`src/sv/pox_pkg.sv`:
```
// pox_pkg: shared types and constants of the pulse oximeter unit
// used by pulse_oximeter_spo2_and_rate_unit; no dependencies
package pox_pkg;

    localparam int SAMPLE_BITS_DEF = 12;
    localparam int COUNT_BITS_DEF  = 16;

    // register map
    localparam logic REG_PULSE_SCALE = 1'b0;
    localparam logic [15:0] PULSE_SCALE_RESET = 16'd30000;

    // spo2 map breakpoints and coefficients on the q8.8 ratio
    localparam logic [15:0] R_HIGH_LIMIT = 16'd102;
    localparam logic [15:0] R_LOW_LIMIT  = 16'd871;
    localparam logic [15:0] R_KNEE       = 16'd256;
    localparam logic [21:0] STEEP_OFFSET = 22'd3108352;
    localparam logic [11:0] STEEP_SLOPE  = 12'd3571;
    localparam logic [14:0] STEEP_DIV    = 15'd25600;
    localparam logic [14:0] SHALLOW_OFFSET = 15'd28160;
    localparam logic [4:0]  SHALLOW_SLOPE  = 5'd25;
    localparam logic [6:0]  SPO2_FULL    = 7'd100;
    localparam logic [6:0]  SPO2_NONE    = 7'd0;

    typedef enum logic [2:0] {
        ST_IDLE,
        ST_MUL,
        ST_START1,
        ST_DIV1,
        ST_MAP,
        ST_START2,
        ST_DIV2,
        ST_DONE
    } pox_state_t;

endpackage

```
`src/sv/pox_div.sv`:
```
// pox_div: restoring divider, one quotient bit per cycle
// stand-alone; a zero divisor yields an all-ones quotient when DW is at least NW
module pox_div #(
    parameter int NW = 16,
    parameter int DW = 16
) (
    input  logic          aclk,
    input  logic          aresetn,
    input  logic          start,
    input  logic [NW-1:0] num,
    input  logic [DW-1:0] den,
    output logic          busy,
    output logic [NW-1:0] quo
);
    localparam int CW = $clog2(NW + 1);

    logic [CW-1:0] cnt_reg, cnt_next;
    logic [DW-1:0] rem_reg, rem_next;
    logic [DW-1:0] den_reg, den_next;
    logic [NW-1:0] quo_reg, quo_next;
    logic [DW:0]   shifted;
    logic [DW:0]   diff;

    // one restoring step
    always_comb begin
        shifted  = {rem_reg, quo_reg[NW-1]};
        diff     = shifted - {1'b0, den_reg};
        cnt_next = cnt_reg;
        rem_next = rem_reg;
        den_next = den_reg;
        quo_next = quo_reg;
        if (start) begin
            cnt_next = CW'(NW);
            rem_next = '0;
            den_next = den;
            quo_next = num;
        end else if (cnt_reg != '0) begin
            cnt_next = cnt_reg - 1'b1;
            rem_next = diff[DW] ? shifted[DW-1:0] : diff[DW-1:0];
            quo_next = {quo_reg[NW-2:0], ~diff[DW]};
        end
    end

    always_ff @(posedge aclk) begin
        if (!aresetn) begin
            cnt_reg <= '0;
            quo_reg <= '0;
        end else begin
            cnt_reg <= cnt_next;
            quo_reg <= quo_next;
        end
        rem_reg <= rem_next;
        den_reg <= den_next;
    end

    assign busy = (cnt_reg != '0);
    assign quo  = quo_reg;

    a_start_busy: assert property (@(posedge aclk) disable iff (!aresetn)
        start |=> busy) else $error("divider not busy after start");
    a_hold: assert property (@(posedge aclk) disable iff (!aresetn)
        (!busy && !start) |=> $stable(quo_reg)) else $error("quotient moved while idle");
    a_cnt_range: assert property (@(posedge aclk) disable iff (!aresetn)
        cnt_reg <= CW'(NW)) else $error("step count out of range");
endmodule

```
`src/sv/pulse_oximeter_spo2_and_rate_unit.sv`:
```
// pulse_oximeter_spo2_and_rate_unit: top level, peak tracking, sequencer and estimates
// depends on pox_pkg and pox_div
//
// One beat in gives one result beat out. An ordinary sample is accepted, then its
// result goes to the output register. A sample at a rising red zero crossing also runs the
// ratio and pulse divisions together on serial dividers, one quotient bit a cycle,
// then on the steep part of the spo2 curve a second division on the ratio divider.
// The next beat is taken once the result sits in the output register.
module pulse_oximeter_spo2_and_rate_unit #(
    parameter int SAMPLE_BITS = pox_pkg::SAMPLE_BITS_DEF,
    parameter int COUNT_BITS  = pox_pkg::COUNT_BITS_DEF
) (
    input  logic        aclk,
    input  logic        aresetn,
    // tdata: red_ac, red_dc, ir_ac, ir_dc (SAMPLE_BITS each), zero pad to bytes
    input  logic [((4*SAMPLE_BITS+7)/8)*8-1:0] s_tdata,
    input  logic        s_tvalid,
    output logic        s_tready,
    // tdata: pulse_rate[15:0], oxygen_saturation[22:16], zero bit 23
    output logic [23:0] m_tdata,
    output logic        m_tvalid,
    input  logic        m_tready,
    input  logic        psel,
    input  logic        penable,
    input  logic        pwrite,
    input  logic [2:0]  paddr,
    input  logic [31:0] pwdata,
    output logic [31:0] prdata,
    output logic        pready
);
    import pox_pkg::*;

    localparam int S      = SAMPLE_BITS;
    localparam int NUM_W  = 2*S + 8;
    localparam int DEN_W  = 2*S;

    pox_state_t state_reg, state_next;

    logic [15:0] scale_reg;
    logic signed [S-1:0] prev_reg, prev_next;
    logic signed [S-1:0] rpk_reg, rpk_next, rtr_reg, rtr_next;
    logic signed [S-1:0] ipk_reg, ipk_next, itr_reg, itr_next;
    logic signed [S-1:0] ipk_base, itr_base;
    logic [COUNT_BITS-1:0] cnt_reg, cnt_next, pcnt_reg;
    logic [15:0] pulse_reg;
    logic [6:0]  sat_reg;
    logic [S-1:0] rpp_reg, ipp_reg, rdc_reg, idc_reg;
    logic [DEN_W-1:0] nprod_reg, dprod_reg;
    logic [15:0] r_reg;
    logic [21:0] steep_num_reg;
    logic [21:0] steep_prod;
    logic [14:0] shallow_val;
    logic [16:0] pulse_sum;
    logic        m_valid_reg;
    logic [23:0] m_data_reg;

    logic signed [S-1:0] rac, iac;
    logic [S-1:0] rdc, idc;
    logic accept, crossing, cfg_wr;

    logic rstart, pstart, rbusy, pbusy;
    logic [NUM_W-1:0] rnum, rquo;
    logic [DEN_W-1:0] rden;
    logic [15:0] pquo;

    // input unpacking
    assign rac = $signed(s_tdata[S-1:0]);
    assign rdc = s_tdata[2*S-1:S];
    assign iac = $signed(s_tdata[3*S-1:2*S]);
    assign idc = s_tdata[4*S-1:3*S];

    assign s_tready = (state_reg == ST_IDLE);
    assign accept   = s_tvalid && s_tready;
    assign crossing = !rac[S-1] && prev_reg[S-1];

    // configuration port
    assign pready = 1'b1;
    assign cfg_wr = psel && penable && pwrite && (paddr[2] == REG_PULSE_SCALE);
    assign prdata = (paddr[2] == REG_PULSE_SCALE) ? {16'd0, scale_reg} : 32'd0;

    // peak, trough and sample count tracking
    always_comb begin
        prev_next = prev_reg;
        rpk_next  = rpk_reg;
        rtr_next  = rtr_reg;
        ipk_next  = ipk_reg;
        itr_next  = itr_reg;
        cnt_next  = cnt_reg;
        ipk_base  = crossing ? '0 : ipk_reg;
        itr_base  = crossing ? '0 : itr_reg;
        if (accept) begin
            prev_next = rac;
            if (crossing) begin
                rpk_next = '0;
                rtr_next = '0;
            end else if (rac > $signed(S'(0))) begin
                if (rac > rpk_reg) rpk_next = rac;
            end else begin
                if (rac < rtr_reg) rtr_next = rac;
            end
            ipk_next = ipk_base;
            itr_next = itr_base;
            if (iac > $signed(S'(0))) begin
                if (iac > ipk_base) ipk_next = iac;
            end else begin
                if (iac < itr_base) itr_next = iac;
            end
            if (crossing) begin
                cnt_next = COUNT_BITS'(1);
            end else if (cnt_reg != {COUNT_BITS{1'b1}}) begin
                cnt_next = cnt_reg + 1'b1;
            end
        end
    end

    // next state
    always_comb begin
        state_next = state_reg;
        unique case (state_reg)
            ST_IDLE:   if (accept) state_next = crossing ? ST_MUL : ST_DONE;
            ST_MUL:    state_next = ST_START1;
            ST_START1: state_next = ST_DIV1;
            ST_DIV1:   if (!rbusy && !pbusy) state_next = ST_MAP;
            ST_MAP: begin
                if (r_reg > R_KNEE && r_reg < R_LOW_LIMIT) state_next = ST_START2;
                else state_next = ST_DONE;
            end
            ST_START2: state_next = ST_DIV2;
            ST_DIV2:   if (!rbusy) state_next = ST_DONE;
            ST_DONE:   if (!m_valid_reg || m_tready) state_next = ST_IDLE;
            default:   state_next = ST_IDLE;
        endcase
    end

    // divider controls
    always_comb begin
        rstart = 1'b0;
        pstart = 1'b0;
        rnum   = {nprod_reg, 8'd0};
        rden   = dprod_reg;
        unique case (state_reg)
            ST_START1: begin
                rstart = 1'b1;
                pstart = 1'b1;
            end
            ST_START2: begin
                rstart = 1'b1;
                rnum   = NUM_W'(steep_num_reg);
                rden   = DEN_W'(STEEP_DIV);
            end
            default: begin
                rstart = 1'b0;
            end
        endcase
    end

    assign steep_prod  = 22'(STEEP_SLOPE) * 22'(r_reg[9:0]);
    assign shallow_val = SHALLOW_OFFSET - 15'(SHALLOW_SLOPE) * 15'(r_reg[8:0]);
    assign pulse_sum   = {1'b0, pulse_reg} + {1'b0, pquo};

    pox_div #(.NW(NUM_W), .DW(DEN_W)) u_ratio_div (
        .aclk(aclk), .aresetn(aresetn), .start(rstart),
        .num(rnum), .den(rden), .busy(rbusy), .quo(rquo)
    );

    pox_div #(.NW(16), .DW(COUNT_BITS)) u_pulse_div (
        .aclk(aclk), .aresetn(aresetn), .start(pstart),
        .num(scale_reg), .den(pcnt_reg), .busy(pbusy), .quo(pquo)
    );

    // control and estimate registers
    always_ff @(posedge aclk) begin
        if (!aresetn) begin
            state_reg   <= ST_IDLE;
            scale_reg   <= PULSE_SCALE_RESET;
            prev_reg    <= '0;
            rpk_reg     <= '0;
            rtr_reg     <= '0;
            ipk_reg     <= '0;
            itr_reg     <= '0;
            cnt_reg     <= '0;
            pulse_reg   <= '0;
            sat_reg     <= '0;
            m_valid_reg <= 1'b0;
        end else begin
            state_reg <= state_next;
            prev_reg  <= prev_next;
            rpk_reg   <= rpk_next;
            rtr_reg   <= rtr_next;
            ipk_reg   <= ipk_next;
            itr_reg   <= itr_next;
            cnt_reg   <= cnt_next;
            if (cfg_wr) scale_reg <= pwdata[15:0];
            if (state_reg == ST_DIV1 && !rbusy && !pbusy) pulse_reg <= pulse_sum[16:1];
            if (state_reg == ST_MAP) begin
                if (r_reg <= R_HIGH_LIMIT) sat_reg <= SPO2_FULL;
                else if (r_reg >= R_LOW_LIMIT) sat_reg <= SPO2_NONE;
                else if (r_reg <= R_KNEE) sat_reg <= shallow_val[14:8];
            end
            if (state_reg == ST_DIV2 && !rbusy) sat_reg <= rquo[6:0];
            if (state_reg == ST_DONE && (!m_valid_reg || m_tready)) m_valid_reg <= 1'b1;
            else if (m_tready) m_valid_reg <= 1'b0;
        end
    end

    // datapath registers
    always_ff @(posedge aclk) begin
        if (accept) begin
            rpp_reg  <= S'(rpk_reg - rtr_reg);
            ipp_reg  <= S'(ipk_reg - itr_reg);
            rdc_reg  <= rdc;
            idc_reg  <= idc;
            pcnt_reg <= cnt_reg;
        end
        if (state_reg == ST_MUL) begin
            nprod_reg <= rpp_reg * idc_reg;
            dprod_reg <= ipp_reg * rdc_reg;
        end
        if (state_reg == ST_DIV1 && !rbusy) begin
            r_reg <= (|rquo[NUM_W-1:16]) ? 16'hFFFF : rquo[15:0];
        end
        if (state_reg == ST_MAP) steep_num_reg <= STEEP_OFFSET - steep_prod;
        if (state_reg == ST_DONE && (!m_valid_reg || m_tready)) begin
            m_data_reg <= {1'b0, sat_reg, pulse_reg};
        end
    end

    assign m_tvalid = m_valid_reg;
    assign m_tdata  = m_data_reg;

    a_leave_idle: assert property (@(posedge aclk) disable iff (!aresetn)
        accept |=> (state_reg != ST_IDLE)) else $error("accepted beat left no work");
    a_sat_range: assert property (@(posedge aclk) disable iff (!aresetn)
        sat_reg <= SPO2_FULL) else $error("spo2 estimate above full scale");
    a_out_src: assert property (@(posedge aclk) disable iff (!aresetn)
        $rose(m_valid_reg) |-> ($past(state_reg) == ST_DONE))
        else $error("result raised outside the result state");
endmodule
```
`config.mk`:
```
export PLATFORM = sky130hd
export DESIGN_NAME = pulse_oximeter_spo2_and_rate_unit
export DESIGN_NICKNAME = d
export VERILOG_FILES = /design/src/sv/pox_pkg.sv /design/src/sv/pox_div.sv /design/src/sv/pulse_oximeter_spo2_and_rate_unit.sv
export SDC_FILE = /design/constraint.sdc
export NUM_CORES = 2
export LEC_CHECK = 0
export CORE_MARGIN = 2
export CORE_UTILIZATION = 66
export CTS_CLUSTER_DIAMETER = 120
export CTS_CLUSTER_SIZE = 28
export DETAILED_ROUTE_END_ITERATION = 8
export DONT_BUFFER_PORTS = 1
export PLACE_DENSITY = 0.82
export SLEW_MARGIN = 20
export SYNTH_ARGS = -nofsm -noshare
export SYNTH_HDL_FRONTEND = slang
export SYNTH_SLANG_ARGS = --single-unit
```
`constraint.sdc`:
```
create_clock -name aclk -period 7.5 [get_ports aclk]
set_clock_uncertainty 0.15 [all_clocks]
set_input_delay 0.75 -clock aclk [delete_from_list [all_inputs] [get_ports aclk]]
set_output_delay 0.75 -clock aclk [all_outputs]
set_load 0.01 [all_outputs]
```
==> results_dict.tcl <==
set metrics [dict create \
    status "completed" \
    clk_pin_slew_ns 0.11 \
    via_per_inst 5.86 \
    antenna_left 0 \
    setup-violations-final 0 \
    cp.arrival_ns 6.48 \
    fill_cells 3703 \
    rrSetupSlack_ns 1.18 \
    ys_seq_elements 420 \
    die_w_um 228 \
    fin_nets 4156 \
    ys_seq_area_share_pct 31.7 \
    clkSinkCount 420 \
    critPathMaxFanout 12 \
    cts_buffers 19 \
    slew-limit-headroom_pct 30.4 \
    cts_resized 0 \
    rows 82 \
    synth_area_leaders "edfxtp_1, fa_1, ha_1" \
    grt_pass1_wl_um 115000 \
    setup_tns_ns 0 \
    diodes 0 \
    cpPeakStageDelay_ns 0.62 \
    route.detailed.drc 0 \
    required_ns 7.65 \
    clock_path_buffers 3 \
    synthDominantCellAreaShare_pct 19.2 \
    vias 24200 \
    post-place-cells 4102 \
    start_kind "register" \
    max_freq_ghz 0.158 \
    hpwlAfterDp_um 52200 \
    largest_register_ffs 32 \
    crit_family "adder cells" \
    drtIter0Drc 1452 \
    cp-end-kind "register" \
    period_minus_slack_ns 6.32 \
    seqCellArea_um2 10500 \
    core_region_area_um2 50000 \
    worst_pin_slew_ns 1.03 \
    start_util_pct 66.5 \
    period_share_pct 84.3 \
    cts_tree "done" \
    cp_common_cell "fa_1" \
    io_buffers 0 \
    root_buffer "clkbuf_16" \
    clk_latency_ns 0.57 \
    r2r_cells 19 \
    ys_top_cells_by_count "inv_1, nand2_1, ha_1" \
    io_pins 149 \
    grt_max_degree 84 \
    grt_pass1_vias 24700 \
    cp_slowest_cell "edfxtp_1" \
    min_path_cells 0 \
    post-synth-top-count-cell "inv_1" \
    hold_class "input pin to register" \
    drive_gt1_share_pct 2.92 \
    hold_viol_final 0 \
    holdBufCountCts 0 \
    cp.depth 19 \
    wl_per_cell_um 16.4 \
    syn_to_final_growth_pct 3.12 \
    report.final.slew_viol_count 0 \
    dieArea_um2 52200 \
    maxCapViolations 0 \
    rsz0062_at_grt "no" \
    grt_use_total_pct 26.2 \
    synthArstFlopShare_pct 0 \
    ys.flop_type "edfxtp_1" \
    crit_chain "and2_1, fa_1, inv_1, fa_1, inv_1, fa_1, fa_1, inv_1, fa_1, inv_1, ha_1, nand4_1, o21ai_1, nor4b_1, o31ai_1, or4_1, a31o_2, a21oi_1, xnor2_1" \
    multi_input_area_um2 20200 \
    die_h_um 228 \
    ys_types 82 \
    path_buf_inv 4 \
    cts.htree.levels 1 \
    synth_edf_count 213 \
    gr-total-overflow 0 \
    yosysWarnings 0 \
    antenna_found_initial 0 \
    totalWireLength_um 67700 \
    avgSynthCellArea_um2 9.38 \
    cts_setup_buffers 0 \
    stdcell_count 4136 \
    path_class "register to register" \
    netlist_instances 3541 \
    yosys.area.top_type "edfxtp_1" \
    syn-cell-area_um2 33200 \
    dr.pass1.iters 6 \
    place_congestion 0.913 \
]
-- placed cells by master (no fill, tap or decap), types with 12 or more instances in the layout --
master     netlist  final
fa_1           265    265
xor2_1          34     33
or2_2           22     22
nor2_1         205    205
conb_1           2     18
xnor2_1         96     96
nor4_1          16     16
a21boi_0        12     12
nand2_1        427    426
o21a_1          24     24
nor2b_1         40     39
nand3_1         60     60
buf_4           19     22
and2_1         151    151
a21oi_1        198    198
clkbuf_16        0     19
nand4_1         16     16
a21o_1          42     42
a211oi_1        24     24
mux2i_1         32     32
or3_1           18     17
edfxtp_1       213    213
a31oi_1         14     14
and3_1          12     12
a22o_1          34     34
o21ai_0        117    117
nand2b_1        31     31
nor3_1          55     53
dfxtp_1        207    207
ha_1           350    350
inv_1          519    519
a311oi_1        36     36
-- layout make-up --
class	count	area share, %
timing repair buffer	22	0.482
inverter	522	5.72
multi-input combinational	2466	59.0
sequential	420	30.8
clock buffer	29	1.50
tap	672	2.45
clock inverter	5	0.124
-- metal layers --
layer / GRT usage, % / wire length, um
met5: 0 / 0
met4: 8.29 / 1890
met3: 2.99 / 3620
met2: 47.4 / 34500
met1: 32.8 / 27700
-- logic make-up after synthesis --
logic type                 count (synthesis)  synth area share (%)
buffers and inverters                    671                  7.82
xor gates and xnor gates                 131                  3.48
AOI/OAI and AO/OA                        590                  11.5
other                                      2                0.0226
muxes                                     36                  1.11
and+or+nand+nor                         1076                  15.2
DFF                                      420                  31.7
adders and majority gates                615                  29.1
-- per-stage QoR --
step                      utilization, %  setup slack (ns)  hold slack, ns  area (um2)
after CTS                           68.6              1.23          0.0994       34300
after floorplan                        -              1.70           0.250       33300
final                               68.6              1.18           0.122       34300
after global placement              67.4              1.34           0.252       33700
after detailed placement            67.4              1.28           0.255       33700
after global routing                68.6             0.946           0.104       34300
-- final timing paths --
check | startpoint | endpoint
worst max-delay path | rpp_reg[3] | nprod_reg[23]
worst min-delay path | s_tdata[45] | idc_reg[9]
worst max register to register | rpp_reg[3] | nprod_reg[23]
worst min register to register | pcnt_reg[9] | u_pulse_div.den_reg[9]
Power is left out: the tool's default activity adds up to more than one toggle a clock period on the data nets, which glitch-free logic cannot reach.
